$ cat config.mk
export PLATFORM = sky130hd
export DESIGN_NAME = population_std_deviation
export DESIGN_NICKNAME = d
export VERILOG_FILES = /design/src/hw/rtl/psd_pkg.sv /design/src/hw/rtl/psd_ctrl.sv /design/src/hw/rtl/psd_dp.sv /design/src/hw/rtl/population_std_deviation.sv
export SDC_FILE = /design/constraint.sdc
export NUM_CORES = 2
export LEC_CHECK = 0
export BUFFER_PORTS_ARGS = -buffer_cell sky130_fd_sc_hd__buf_2
export CAP_MARGIN = 20
export CORE_MARGIN = 5
export CORE_UTILIZATION = 58
export CTS_CLUSTER_SIZE = 8
export DETAILED_ROUTE_END_ITERATION = 10
export GPL_TIMING_DRIVEN = 0
export PLACE_DENSITY = 0.74
export SLEW_MARGIN = 20
export SYNTH_ARGS = -nofsm -noshare
export SYNTH_HDL_FRONTEND = slang
export SYNTH_SLANG_ARGS = --single-unit
$ cat constraint.sdc
create_clock -name clock -period 33.1 [get_ports clock]
set_input_delay 0 -clock clock [delete_from_list [all_inputs] [get_ports clock]]
set_output_delay 0 -clock clock [all_outputs]
set_load 0.005 [all_outputs]
$ cat src/hw/rtl/psd_pkg.sv
package psd_pkg;

   // field widths
   localparam int SAMPLE_W = 24;
   localparam int KIND_W   = 2;
   localparam int DEV_W    = 32;
   localparam int STATUS_W = 2;

   // default parameter values
   localparam int MAX_ITEMS_DEF   = 4096;
   localparam int SAMPLE_BITS_DEF = 24;

   // accumulator and work widths
   localparam int COUNT_W = 13;                  // holds up to 4096
   localparam int SUM_W   = 36;                  // signed running sum
   localparam int MAG_W   = 36;                  // magnitude of the sum
   localparam int SQ_W    = 2 * SAMPLE_W - 1;    // one square
   localparam int SQSUM_W = 60;                  // running sum of squares
   localparam int PROD_W  = 72;                  // n*S2 - S1^2
   localparam int ROOT_W  = 44;                  // root of (PROD << 16)
   localparam int REM_W   = ROOT_W + 3;          // root remainder
   localparam int STEP_W  = 6;

   // iteration counts of the sequential units
   localparam int MUL_N_STEPS = COUNT_W;
   localparam int MUL_S_STEPS = MAG_W;
   localparam int ROOT_STEPS  = ROOT_W;
   localparam int DIV_STEPS   = ROOT_W;

   // kind codes
   localparam logic [KIND_W-1:0] KIND_NUMBER = 2'd0;
   localparam logic [KIND_W-1:0] KIND_TEXT   = 2'd1;
   localparam logic [KIND_W-1:0] KIND_NULL   = 2'd2;
   localparam logic [KIND_W-1:0] KIND_EMPTY  = 2'd3;

   // status codes
   localparam logic [STATUS_W-1:0] STAT_OK    = 2'd0;
   localparam logic [STATUS_W-1:0] STAT_NULL  = 2'd1;
   localparam logic [STATUS_W-1:0] STAT_EMPTY = 2'd2;
   localparam logic [STATUS_W-1:0] STAT_LONG  = 2'd3;

   typedef enum logic [3:0] {
      ST_IDLE,
      ST_SETTLE,
      ST_PREP_N,
      ST_MUL_N,
      ST_PREP_S,
      ST_MUL_S,
      ST_PREP_R,
      ST_ROOT,
      ST_DIV,
      ST_DONE
   } psd_state_type;

   typedef enum logic [2:0] {
      OP_HOLD,
      OP_LOAD_N,
      OP_MUL_N,
      OP_LOAD_S,
      OP_MUL_S,
      OP_LOAD_R,
      OP_ROOT,
      OP_DIV
   } psd_op_type;

   // controller to datapath
   typedef struct packed {
      logic       take;
      psd_op_type op;
      logic       load_out;
      logic       clear;
   } psd_cmd_type;

   // datapath to controller
   typedef struct packed {
      logic ends;
      logic need_root;
   } psd_sts_type;

endpackage

$ cat src/hw/rtl/psd_ctrl.sv
module psd_ctrl (
   input  logic                clock,
   input  logic                reset,
   input  logic                req_valid,
   output logic                req_stall,
   output logic                rsp_valid,
   input  logic                rsp_stall,
   input  psd_pkg::psd_sts_type sts,
   output psd_pkg::psd_cmd_type cmd
);
   import psd_pkg::*;

   psd_state_type     state_ff, state_in;
   logic [STEP_W-1:0] step_ff, step_in;
   logic              rsp_valid_ff, rsp_valid_in;
   logic              take;
   logic              step_last;
   logic              out_free;

   assign take      = req_valid && (state_ff == ST_IDLE);
   assign step_last = (step_ff == '0);
   assign out_free  = !rsp_valid_ff || !rsp_stall;
   assign req_stall = (state_ff != ST_IDLE);
   assign rsp_valid = rsp_valid_ff;

   // next state
   always_comb begin
      state_in = state_ff;
      case (state_ff)
         ST_IDLE: begin
            if (take && sts.ends) begin
               state_in = sts.need_root ? ST_SETTLE : ST_DONE;
            end
         end
         ST_SETTLE: state_in = ST_PREP_N;
         ST_PREP_N: state_in = ST_MUL_N;
         ST_MUL_N: begin
            if (step_last) state_in = ST_PREP_S;
         end
         ST_PREP_S: state_in = ST_MUL_S;
         ST_MUL_S: begin
            if (step_last) state_in = ST_PREP_R;
         end
         ST_PREP_R: state_in = ST_ROOT;
         ST_ROOT: begin
            if (step_last) state_in = ST_DIV;
         end
         ST_DIV: begin
            if (step_last) state_in = ST_DONE;
         end
         ST_DONE: begin
            if (out_free) state_in = ST_IDLE;
         end
         default: state_in = ST_IDLE;
      endcase
   end

   // commands and step counter
   always_comb begin
      cmd.take     = take;
      cmd.op       = OP_HOLD;
      cmd.load_out = 1'b0;
      cmd.clear    = 1'b0;
      step_in      = step_ff;
      case (state_ff)
         ST_PREP_N: begin
            cmd.op  = OP_LOAD_N;
            step_in = STEP_W'(MUL_N_STEPS - 1);
         end
         ST_MUL_N: begin
            cmd.op  = OP_MUL_N;
            step_in = step_ff - 1'b1;
         end
         ST_PREP_S: begin
            cmd.op  = OP_LOAD_S;
            step_in = STEP_W'(MUL_S_STEPS - 1);
         end
         ST_MUL_S: begin
            cmd.op  = OP_MUL_S;
            step_in = step_ff - 1'b1;
         end
         ST_PREP_R: begin
            cmd.op  = OP_LOAD_R;
            step_in = STEP_W'(ROOT_STEPS - 1);
         end
         ST_ROOT: begin
            cmd.op  = OP_ROOT;
            step_in = step_last ? STEP_W'(DIV_STEPS - 1) : step_ff - 1'b1;
         end
         ST_DIV: begin
            cmd.op  = OP_DIV;
            step_in = step_ff - 1'b1;
         end
         ST_DONE: begin
            cmd.load_out = out_free;
            cmd.clear    = out_free;
         end
         default: cmd.op = OP_HOLD;
      endcase
   end

   // result valid flag
   always_comb begin
      rsp_valid_in = rsp_valid_ff;
      if (cmd.load_out) begin
         rsp_valid_in = 1'b1;
      end else if (!rsp_stall) begin
         rsp_valid_in = 1'b0;
      end
   end

   always_ff @(posedge clock) begin
      if (reset) begin
         state_ff     <= ST_IDLE;
         step_ff      <= '0;
         rsp_valid_ff <= 1'b0;
      end else begin
         state_ff     <= state_in;
         step_ff      <= step_in;
         rsp_valid_ff <= rsp_valid_in;
      end
   end

endmodule

$ cat src/hw/rtl/psd_dp.sv
module psd_dp #(
   parameter int MAX_ITEMS   = psd_pkg::MAX_ITEMS_DEF,
   parameter int SAMPLE_BITS = psd_pkg::SAMPLE_BITS_DEF
) (
   input  logic                                clock,
   input  logic                                reset,
   input  logic signed [psd_pkg::SAMPLE_W-1:0] req_sample,
   input  logic        [psd_pkg::KIND_W-1:0]   req_kind,
   input  logic                                req_last,
   input  psd_pkg::psd_cmd_type                cmd,
   output psd_pkg::psd_sts_type                sts,
   output logic        [psd_pkg::DEV_W-1:0]    rsp_deviation,
   output logic        [psd_pkg::STATUS_W-1:0] rsp_status
);
   import psd_pkg::*;

   localparam int EXT_SHIFT = SAMPLE_W - SAMPLE_BITS;

   // list accumulators
   logic [COUNT_W-1:0]        count_ff, count_in;
   logic signed [SUM_W-1:0]   sum_ff, sum_in;
   logic [SQSUM_W-1:0]        sqsum_ff, sqsum_in;
   logic                      poisoned_ff, poisoned_in;
   logic                      overflowed_ff, overflowed_in;
   logic [SQ_W-1:0]           sq_ff, sq_in;
   logic                      sq_pend_ff, sq_pend_in;
   logic [STATUS_W-1:0]       status_ff, status_in;

   // work registers of the final computation
   logic [PROD_W-1:0]         mcand_ff, mcand_in;
   logic [MAG_W-1:0]          mplier_ff, mplier_in;
   logic [PROD_W-1:0]         prod_ff, prod_in;
   logic [REM_W-1:0]          rem_ff, rem_in;
   logic [ROOT_W-1:0]         root_ff, root_in;
   logic [COUNT_W-1:0]        drem_ff, drem_in;
   logic [DEV_W-1:0]          dev_ff, dev_in;
   logic [STATUS_W-1:0]       rsp_status_ff, rsp_status_in;

   logic signed [SAMPLE_W-1:0]   s_shl;
   logic signed [SAMPLE_W-1:0]   s_val;
   logic signed [2*SAMPLE_W-1:0] sq_full;
   logic                         is_number;
   logic                         full;
   logic                         grow;
   logic                         poison_nx;
   logic                         overflow_nx;
   logic [COUNT_W-1:0]           count_nx;
   logic [STATUS_W-1:0]          status_nx;
   logic [MAG_W-1:0]             mag;
   logic [REM_W-1:0]             rem_t;
   logic [REM_W-1:0]             trial;
   logic [COUNT_W:0]             drem_t;
   logic [COUNT_W:0]             divisor;

   // sign-extend the sample from SAMPLE_BITS
   assign s_shl   = req_sample <<< EXT_SHIFT;
   assign s_val   = s_shl >>> EXT_SHIFT;
   assign sq_full = s_val * s_val;

   // effect of the offered request on the list state
   assign is_number   = (req_kind == KIND_NUMBER);
   assign full        = (count_ff >= COUNT_W'(MAX_ITEMS));
   assign grow        = is_number && !full;
   assign poison_nx   = poisoned_ff || (req_kind == KIND_TEXT);
   assign overflow_nx = overflowed_ff || (is_number && full);
   assign count_nx    = count_ff + {{(COUNT_W-1){1'b0}}, grow};

   always_comb begin
      if (req_kind == KIND_NULL) begin
         status_nx = STAT_NULL;
      end else if (req_kind == KIND_EMPTY) begin
         status_nx = STAT_EMPTY;
      end else if (poison_nx) begin
         status_nx = STAT_NULL;
      end else if (overflow_nx) begin
         status_nx = STAT_LONG;
      end else if (count_nx == '0) begin
         status_nx = STAT_EMPTY;
      end else begin
         status_nx = STAT_OK;
      end
   end

   assign sts.ends      = req_last || (req_kind == KIND_NULL) || (req_kind == KIND_EMPTY);
   assign sts.need_root = sts.ends && (status_nx == STAT_OK);

   // accumulation: sum added at acceptance, square added in the cycle after
   always_comb begin
      count_in      = count_ff;
      sum_in        = sum_ff;
      sqsum_in      = sqsum_ff;
      poisoned_in   = poisoned_ff;
      overflowed_in = overflowed_ff;
      sq_in         = sq_ff;
      sq_pend_in    = 1'b0;
      status_in     = status_ff;
      if (sq_pend_ff) begin
         sqsum_in = sqsum_ff + {{(SQSUM_W-SQ_W){1'b0}}, sq_ff};
      end
      if (cmd.take) begin
         count_in      = count_nx;
         poisoned_in   = poison_nx;
         overflowed_in = overflow_nx;
         if (sts.ends) status_in = status_nx;
         if (grow) begin
            sum_in     = sum_ff + {{(SUM_W-SAMPLE_W){s_val[SAMPLE_W-1]}}, s_val};
            sq_in      = sq_full[SQ_W-1:0];
            sq_pend_in = 1'b1;
         end
      end
      if (cmd.clear) begin
         count_in      = '0;
         sum_in        = '0;
         sqsum_in      = '0;
         poisoned_in   = 1'b0;
         overflowed_in = 1'b0;
         sq_pend_in    = 1'b0;
      end
   end

   assign mag = sum_ff[SUM_W-1] ? MAG_W'(-sum_ff) : MAG_W'(sum_ff);

   // root and divide step terms
   assign rem_t   = {rem_ff[REM_W-3:0], prod_ff[PROD_W-1 -: 2]};
   assign trial   = {1'b0, root_ff, 2'b01};
   assign drem_t  = {drem_ff, root_ff[ROOT_W-1]};
   assign divisor = {1'b0, count_ff};

   // shared sequential units: shift-add multiply (shift-subtract for the square), digit root, restoring divide
   always_comb begin
      mcand_in  = mcand_ff;
      mplier_in = mplier_ff;
      prod_in   = prod_ff;
      rem_in    = rem_ff;
      root_in   = root_ff;
      drem_in   = drem_ff;
      case (cmd.op)
         OP_LOAD_N: begin
            mcand_in  = {{(PROD_W-SQSUM_W){1'b0}}, sqsum_ff};
            mplier_in = {{(MAG_W-COUNT_W){1'b0}}, count_ff};
            prod_in   = '0;
         end
         OP_MUL_N: begin
            if (mplier_ff[0]) prod_in = prod_ff + mcand_ff;
            mcand_in  = mcand_ff << 1;
            mplier_in = mplier_ff >> 1;
         end
         OP_LOAD_S: begin
            mcand_in  = {{(PROD_W-MAG_W){1'b0}}, mag};
            mplier_in = mag;
         end
         OP_MUL_S: begin
            if (mplier_ff[0]) prod_in = prod_ff - mcand_ff;
            mcand_in  = mcand_ff << 1;
            mplier_in = mplier_ff >> 1;
         end
         OP_LOAD_R: begin
            rem_in  = '0;
            root_in = '0;
            drem_in = '0;
         end
         OP_ROOT: begin
            prod_in = prod_ff << 2;
            if (rem_t >= trial) begin
               rem_in  = rem_t - trial;
               root_in = {root_ff[ROOT_W-2:0], 1'b1};
            end else begin
               rem_in  = rem_t;
               root_in = {root_ff[ROOT_W-2:0], 1'b0};
            end
         end
         OP_DIV: begin
            if (drem_t >= divisor) begin
               drem_in = COUNT_W'(drem_t - divisor);
               root_in = {root_ff[ROOT_W-2:0], 1'b1};
            end else begin
               drem_in = drem_t[COUNT_W-1:0];
               root_in = {root_ff[ROOT_W-2:0], 1'b0};
            end
         end
         default: prod_in = prod_ff;
      endcase
   end

   // result register
   always_comb begin
      dev_in        = dev_ff;
      rsp_status_in = rsp_status_ff;
      if (cmd.load_out) begin
         dev_in        = (status_ff == STAT_OK) ? root_ff[DEV_W-1:0] : '0;
         rsp_status_in = status_ff;
      end
   end

   assign rsp_deviation = dev_ff;
   assign rsp_status    = rsp_status_ff;

   always_ff @(posedge clock) begin
      if (reset) begin
         count_ff      <= '0;
         sum_ff        <= '0;
         sqsum_ff      <= '0;
         poisoned_ff   <= 1'b0;
         overflowed_ff <= 1'b0;
         sq_pend_ff    <= 1'b0;
      end else begin
         count_ff      <= count_in;
         sum_ff        <= sum_in;
         sqsum_ff      <= sqsum_in;
         poisoned_ff   <= poisoned_in;
         overflowed_ff <= overflowed_in;
         sq_pend_ff    <= sq_pend_in;
      end
   end

   always_ff @(posedge clock) begin
      sq_ff         <= sq_in;
      status_ff     <= status_in;
      mcand_ff      <= mcand_in;
      mplier_ff     <= mplier_in;
      prod_ff       <= prod_in;
      rem_ff        <= rem_in;
      root_ff       <= root_in;
      drem_ff       <= drem_in;
      dev_ff        <= dev_in;
      rsp_status_ff <= rsp_status_in;
   end

endmodule

$ cat src/hw/rtl/population_std_deviation.sv
// Sequence: a request that ends a list with a numeric result is answered after a 13-step
//   multiply by n, a 36-step square of the sum, a 44-step root and a 44-step divide, plus
//   setup states; null, empty and too-long endings go straight to the response register.
// Throughput: one request per cycle within a list; the block takes no request while a
//   list's end is being computed. The response register lets a new list start early.
// Reset: synchronous, active high; clears the running count, sums, flags and FSM.
module population_std_deviation #(
   parameter int MAX_ITEMS   = psd_pkg::MAX_ITEMS_DEF,
   parameter int SAMPLE_BITS = psd_pkg::SAMPLE_BITS_DEF
) (
   input  logic                                clock,
   input  logic                                reset,
   input  logic                                req_valid,
   output logic                                req_stall,
   input  logic signed [psd_pkg::SAMPLE_W-1:0] req_sample,
   input  logic        [psd_pkg::KIND_W-1:0]   req_kind,
   input  logic                                req_last,
   output logic                                rsp_valid,
   input  logic                                rsp_stall,
   output logic        [psd_pkg::DEV_W-1:0]    rsp_deviation,
   output logic        [psd_pkg::STATUS_W-1:0] rsp_status
);
   import psd_pkg::*;

   psd_cmd_type cmd;
   psd_sts_type sts;

   // sequencing
   psd_ctrl u_ctrl (
      .clock     (clock),
      .reset     (reset),
      .req_valid (req_valid),
      .req_stall (req_stall),
      .rsp_valid (rsp_valid),
      .rsp_stall (rsp_stall),
      .sts       (sts),
      .cmd       (cmd)
   );

   // accumulators and arithmetic
   psd_dp #(
      .MAX_ITEMS   (MAX_ITEMS),
      .SAMPLE_BITS (SAMPLE_BITS)
   ) u_dp (
      .clock         (clock),
      .reset         (reset),
      .req_sample    (req_sample),
      .req_kind      (req_kind),
      .req_last      (req_last),
      .cmd           (cmd),
      .sts           (sts),
      .rsp_deviation (rsp_deviation),
      .rsp_status    (rsp_status)
   );

endmodule
# Word level (Yosys, flattened, before mapping)
# Index checks and enable logic that the tools add are counted.
# word_totals
input_bits	31
output_inout_bits	36
regBits	488
wordCells	128
# op_classes
bitwise	1
n_eq_ne	28
n_mul	1
muxes	33
addsub	9
reduce_logical	34
magnitude_cmp	3
# op_table
operator	count
72-bit case mux with 4 select lines	1
72-bit case mux with 3 select lines	1
72-bit 2-to-1 mux	2
44-bit case mux with 3 select lines	1
36-bit case mux with 3 select lines	1
45-bit case mux with 2 select lines	1
72-bit adder	1
72-bit subtractor	1
60-bit by 47-bit adder with 60-bit output	1
47-bit by 46-bit >= comparator with 1-bit output	1
24-bit by 24-bit multiplier with 47-bit output	1
45-bit 2-to-1 mux	1
45-bit subtractor	1
4-bit case mux with 10 select lines	1
36-bit adder	1
36-bit 2-to-1 mux	1
36-bit negator	1
6-bit case mux with 5 select lines	1
4-bit 2-to-1 mux	7
13-bit case mux with 2 select lines	1
3-bit case mux with 7 select lines	1
4-bit by 3-bit equality test with 1-bit output (second input constant)	4
2-bit by 1-bit != test with 1-bit output (second input constant)	8
14-bit by 13-bit >= comparator with 1-bit output	1
other kinds (34)	68

# Logic depth before layout (Yosys ltp)
# logic_depth
depth_word	15
depth_mapped	30
mapped_depth_nobuf	28

# Modules after synthesis
# From an unflattened synthesis, not the netlist that was laid out.
# unflattened
cells_unflattened	5763
hier_area_um2	52430.3
# modules_own_cells
module	area_each_um2	seq_area_each_um2	cells_each	n_inst
psd_dp	51469.4	13172.6	5635	1
psd_ctrl	960.9	220.2	128	1

# Worst setup path after synthesis
# No wires, ideal clock.
# synth_timing
path_type	reg-to-reg
from	register u_ctrl.state_ff[2]
to	register u_dp.prod_ff[0] (enable)
stages_incl_launch_ff	5
n_path_buf	2
arrival_ns	12.097
required_time_ns	32.213
setup_time_ns	0.887
setup_slack_ns	20.116
synth_period_minus_slack_ns	12.984
path_cell_list	dfxtp_1 clkbuf_1 nor2_1 clkbuf_1 a2111oi_0
# synth_between
elab_chain_len	5
word_cells_on_any_way	16
cone_classes	eq/ne: 13; mux: 1; reduce/logical: 2
# synth_lines
item	line_no	source
start: declaration	psd_ctrl.sv:13	psd_state_type state_ff, state_in;
start signal: assignment	psd_ctrl.sv:118	state_ff <= state_in;
4-bit equality test, or another cell as far along	psd_ctrl.sv:65	case (state_ff)
3-bit case mux with 7 select lines *	psd_ctrl.sv:65	
3-bit equality test, or another cell as far along	psd_dp.sv:137	case (cmd.op)
2-bit by 1-bit != test with 1-bit output (no source line) or 4-bit nonzero test (tied branches)	--	
3-bit AND reduction (no source line) *	--	
end signal: assignment	psd_dp.sv:221	prod_ff <= prod_in;
end: declaration	psd_dp.sv:32	logic [PROD_W-1:0] prod_ff, prod_in;
# Every way passes the cells marked *; elsewhere a longest branch is shown, timed or not.
# A chain may end at the register's enable or synchronous reset.

# Final worst setup path
# layout_timing
from	input port req_sample[10] in the netlist's numbering
to	register u_dp.sq_ff[42] (data pin)
# layout_between
elab_chain_len	1
# layout_lines
item	line_no	source
start: declaration	population_std_deviation.sv:15	input logic signed [psd_pkg::SAMPLE_W-1:0] req_sample,
24-bit by 24-bit multiplier with 47-bit output	psd_dp.sv:58	assign sq_full = s_val * s_val;
via u_dp.sq_full[42]	psd_dp.sv:41	logic signed [2*SAMPLE_W-1:0] sq_full;
end signal: assignment	psd_dp.sv:217	sq_ff <= sq_in;
end: declaration	psd_dp.sv:25	logic [SQ_W-1:0] sq_ff, sq_in;
# The timed path passes the listed nets, and every way through them passes these cells.

==> metrics.txt <==
clk_skew 0.03436 ns; min-delay src req_sample[10]; Die X 309.8 µm; routed via count 42063; DR iter-0 viols 3718; routability cong. 0.9759; Syn-to-layout area delta 8.104%; Synth Net Count 6706; initial antenna violation count 4; clock net sink count 487; pin count of the biggest net entering global routing 56; Total Routing Usage GR 30.06%; Post-synth EDFFs 364; met1 wire length 59220 µm; final worst slack 24.74 ns; critical path's slowest cell a2111oi_1; IO Port Bufs 66; ANT nets after route 0; Worst setup startpoint req_sample[10]; total of max-cap violations 0; Finish-stage setup viols 0; Reg2Reg Launch Point u_ctrl.state_ff[3]; met2 WL 67640 µm; CTS tree yes; Slew @ Worst Pin 1.109 ns; Post-Synthesis Cells 5757; FILL cells 7568; # DRC 0; Top Metal Used met5; WP data required 33.55 ns; share of cells above drive strength 1 4.187%; Max Buffers Root-to-Sink 3; Storage cell area 13390 µm²; Rows 110; Post-Place Setup Slack 24.12 ns; drt pass-1 iters 6; Yosys reg bits 487; Setup Fix Bufs, Post-CTS 0; Synth warnings 0; Core Area 89600 µm²; Clock transition at path regs 0.05 ns; Multi-input gate area 34620 µm²; fin crit share 25.26%; DR WL/cell 20.31 µm; highest clock rate 119.6 MHz; Max stage delay on crit path 0.72 ns; clk root buf clkbuf_16; proportion of synthesized chip area in sequential cells 25.69%; delay-heaviest family, CP adder cells; global-route wire length before repair 228700 µm; startpoint types input pin; syn avg cell area 9.054 µm²; Via density 5.884; Slew Limit Fails 0; Crit path buffers/inverters 10; final hold violation count 0; Cell variety after synth 93; Post-Route WL 145200 µm; WP data arrival 8.81 ns; TritonCTS buffer count 70; Cell Area, Synth 52120 µm²; Main synth FF type edfxtp_1; Die Y 309.8 µm; Worst Path Max Fanout 10; Period minus WS final 8.363 ns; GRT overflow 0; routed length on met3 10420 µm; hpwl dp 116900 µm; RSZ-0062 raised after global routing false; clock latency at the later pin of the worst-skew pair 0.63 ns; Hold Crit Class input pin to register; async set or reset register ratio after synthesis 0%; Die ar. 95960 µm²; H-tree Lvls 3; WS Path Type input pin to register; I/O pins 67; Max-slew headroom 25.92%; vias in the first global route 42284; outcome completed; setup TNS 0 ns; Critical Path Sink Type register; Final #Nets 6874; Starting Density 58.17%
-- stage by stage --
step | hold slack (ns) | std cells | utilization (%) | cell area [µm²]
2_1_floorplan | 0.07931 | 5757 | - | 52120
3_3_place_gp | 0.2696 | 6999 | 60.19 | 53930
3_5_place_dp | 0.2704 | 7020 | 60.51 | 54210
4_1_cts | 0.05471 | 7147 | 62.88 | 56340
5_1_grt | 0.1482 | 7147 | 62.88 | 56340
6_report | 0.08739 | 7149 | 62.89 | 56350
-- per-layer routing --
| layer | track usage [%] | vias up |
|---|---|---|
| li1 | - | 19603 |
| met1 | 39.15 | 20322 |
| met2 | 49.89 | 1710 |
| met3 | 4.717 | 422 |
| met4 | 13.97 | 6 |
| met5 | 0 | - |
-- cell usage in the layout, fill, tap and decap left out, drive strengths merged, types with 61 or more instances in the layout --
master	count
edfxtp	364
a21oi	354
nand2	605
and2	130
xnor2	205
nor2	418
ha	361
a21o	146
clkbuf	320
xor2	171
nor3	103
buf	115
fa	557
o21ai	274
dfxtp	123
nand3	140
inv	863
mux2i	61
-- tightest hold or removal path, cell delays in order --
cell,delay [ns]
buf_2,0.19
ha_1,0.26
xnor2_1,0.09
nand2_1,0.06
a21oi_1,0.06
-- cell type report --
type,count,share of cell area (%)
Antenna cell,2,0.008882
Buffer,235,1.628
Clock buffer,113,3.471
Clock inverter,5,0.1488
Inverter,861,5.736
Multi-Input combinational cell,4174,61.43
Sequential cell,487,23.77
Tap cell,1176,2.611
Timing Repair Buffer,96,1.195
-- state kept, by name (all words and copies together) (netlist names), 13 cells and up --
signal and count:
u_dp.prod_ff 72, u_dp.sum_ff 36, u_dp.rem_ff 45, u_dp.mplier_ff 36, u_dp.mcand_ff 72, u_dp.sq_ff 46
u_dp.count_ff 13, u_dp.drem_ff 13, u_dp.root_ff 44, u_dp.sqsum_ff 60, u_dp.rsp_deviation 32
-- cell families after synthesis --
| family | count (synthesis) | share of synthesized area [%] |
|---|---|---|
| buf+inv | 1096 | 7.953 |
| flops | 487 | 25.69 |
| mux | 62 | 1.193 |
| compound gates | 1123 | 13.57 |
| fa+ha+maj | 918 | 30.06 |
| simple gates | 1695 | 15.22 |
| xor+xnor | 376 | 6.318 |
-- worst paths after layout --
path	to	slack, ns	cells after the start
max reg2reg	u_dp.prod_ff[68]	26.45	18
min	u_dp.sum_ff[10]	0.09	5
max	u_dp.sq_ff[42]	24.74	28
min reg2reg	u_dp.overflowed_ff	0.52	2
-- synthesized netlist by cell type (23+ instances only) --
| library cell | n | area [µm²] |
|---|---|---|
| nand3_1 | 138 | 690.7 |
| nand2_1 | 605 | 2271 |
| o21bai_1 | 30 | 225.2 |
| a21oi_1 | 354 | 1772 |
| o21ai_0 | 264 | 1321 |
| ha_1 | 361 | 4517 |
| a211oi_1 | 30 | 225.2 |
| xnor2_1 | 205 | 1795 |
| and3_1 | 26 | 162.7 |
| nor2_1 | 418 | 1569 |
| mux2i_1 | 61 | 610.6 |
| nor4_1 | 25 | 156.4 |
| and2_1 | 129 | 807.0 |
| nor2b_1 | 51 | 319.1 |
| dfxtp_1 | 123 | 2462 |
| a31oi_1 | 42 | 262.8 |
| xor2_1 | 171 | 1498 |
| o21a_1 | 26 | 195.2 |
| fa_1 | 557 | 11150 |
| or3_1 | 25 | 156.4 |
| a21o_1 | 146 | 1096 |
| o31ai_1 | 36 | 270.3 |
| clkbuf_1 | 207 | 777.0 |
| inv_1 | 860 | 3228 |
| o22ai_1 | 23 | 143.9 |
| edfxtp_1 | 364 | 10930 |
| nand2b_1 | 44 | 275.3 |
| nor3_1 | 101 | 505.5 |
| nand4_1 | 55 | 344.1 |
-- timing repair --
item	CTS	global route
resized for setup	0	0
hold endpoints to repair	35	0
hold buffers	9	0
Power is left out: the tool's default activity adds up to more than one toggle a clock period on the data nets, which glitch-free logic cannot reach.
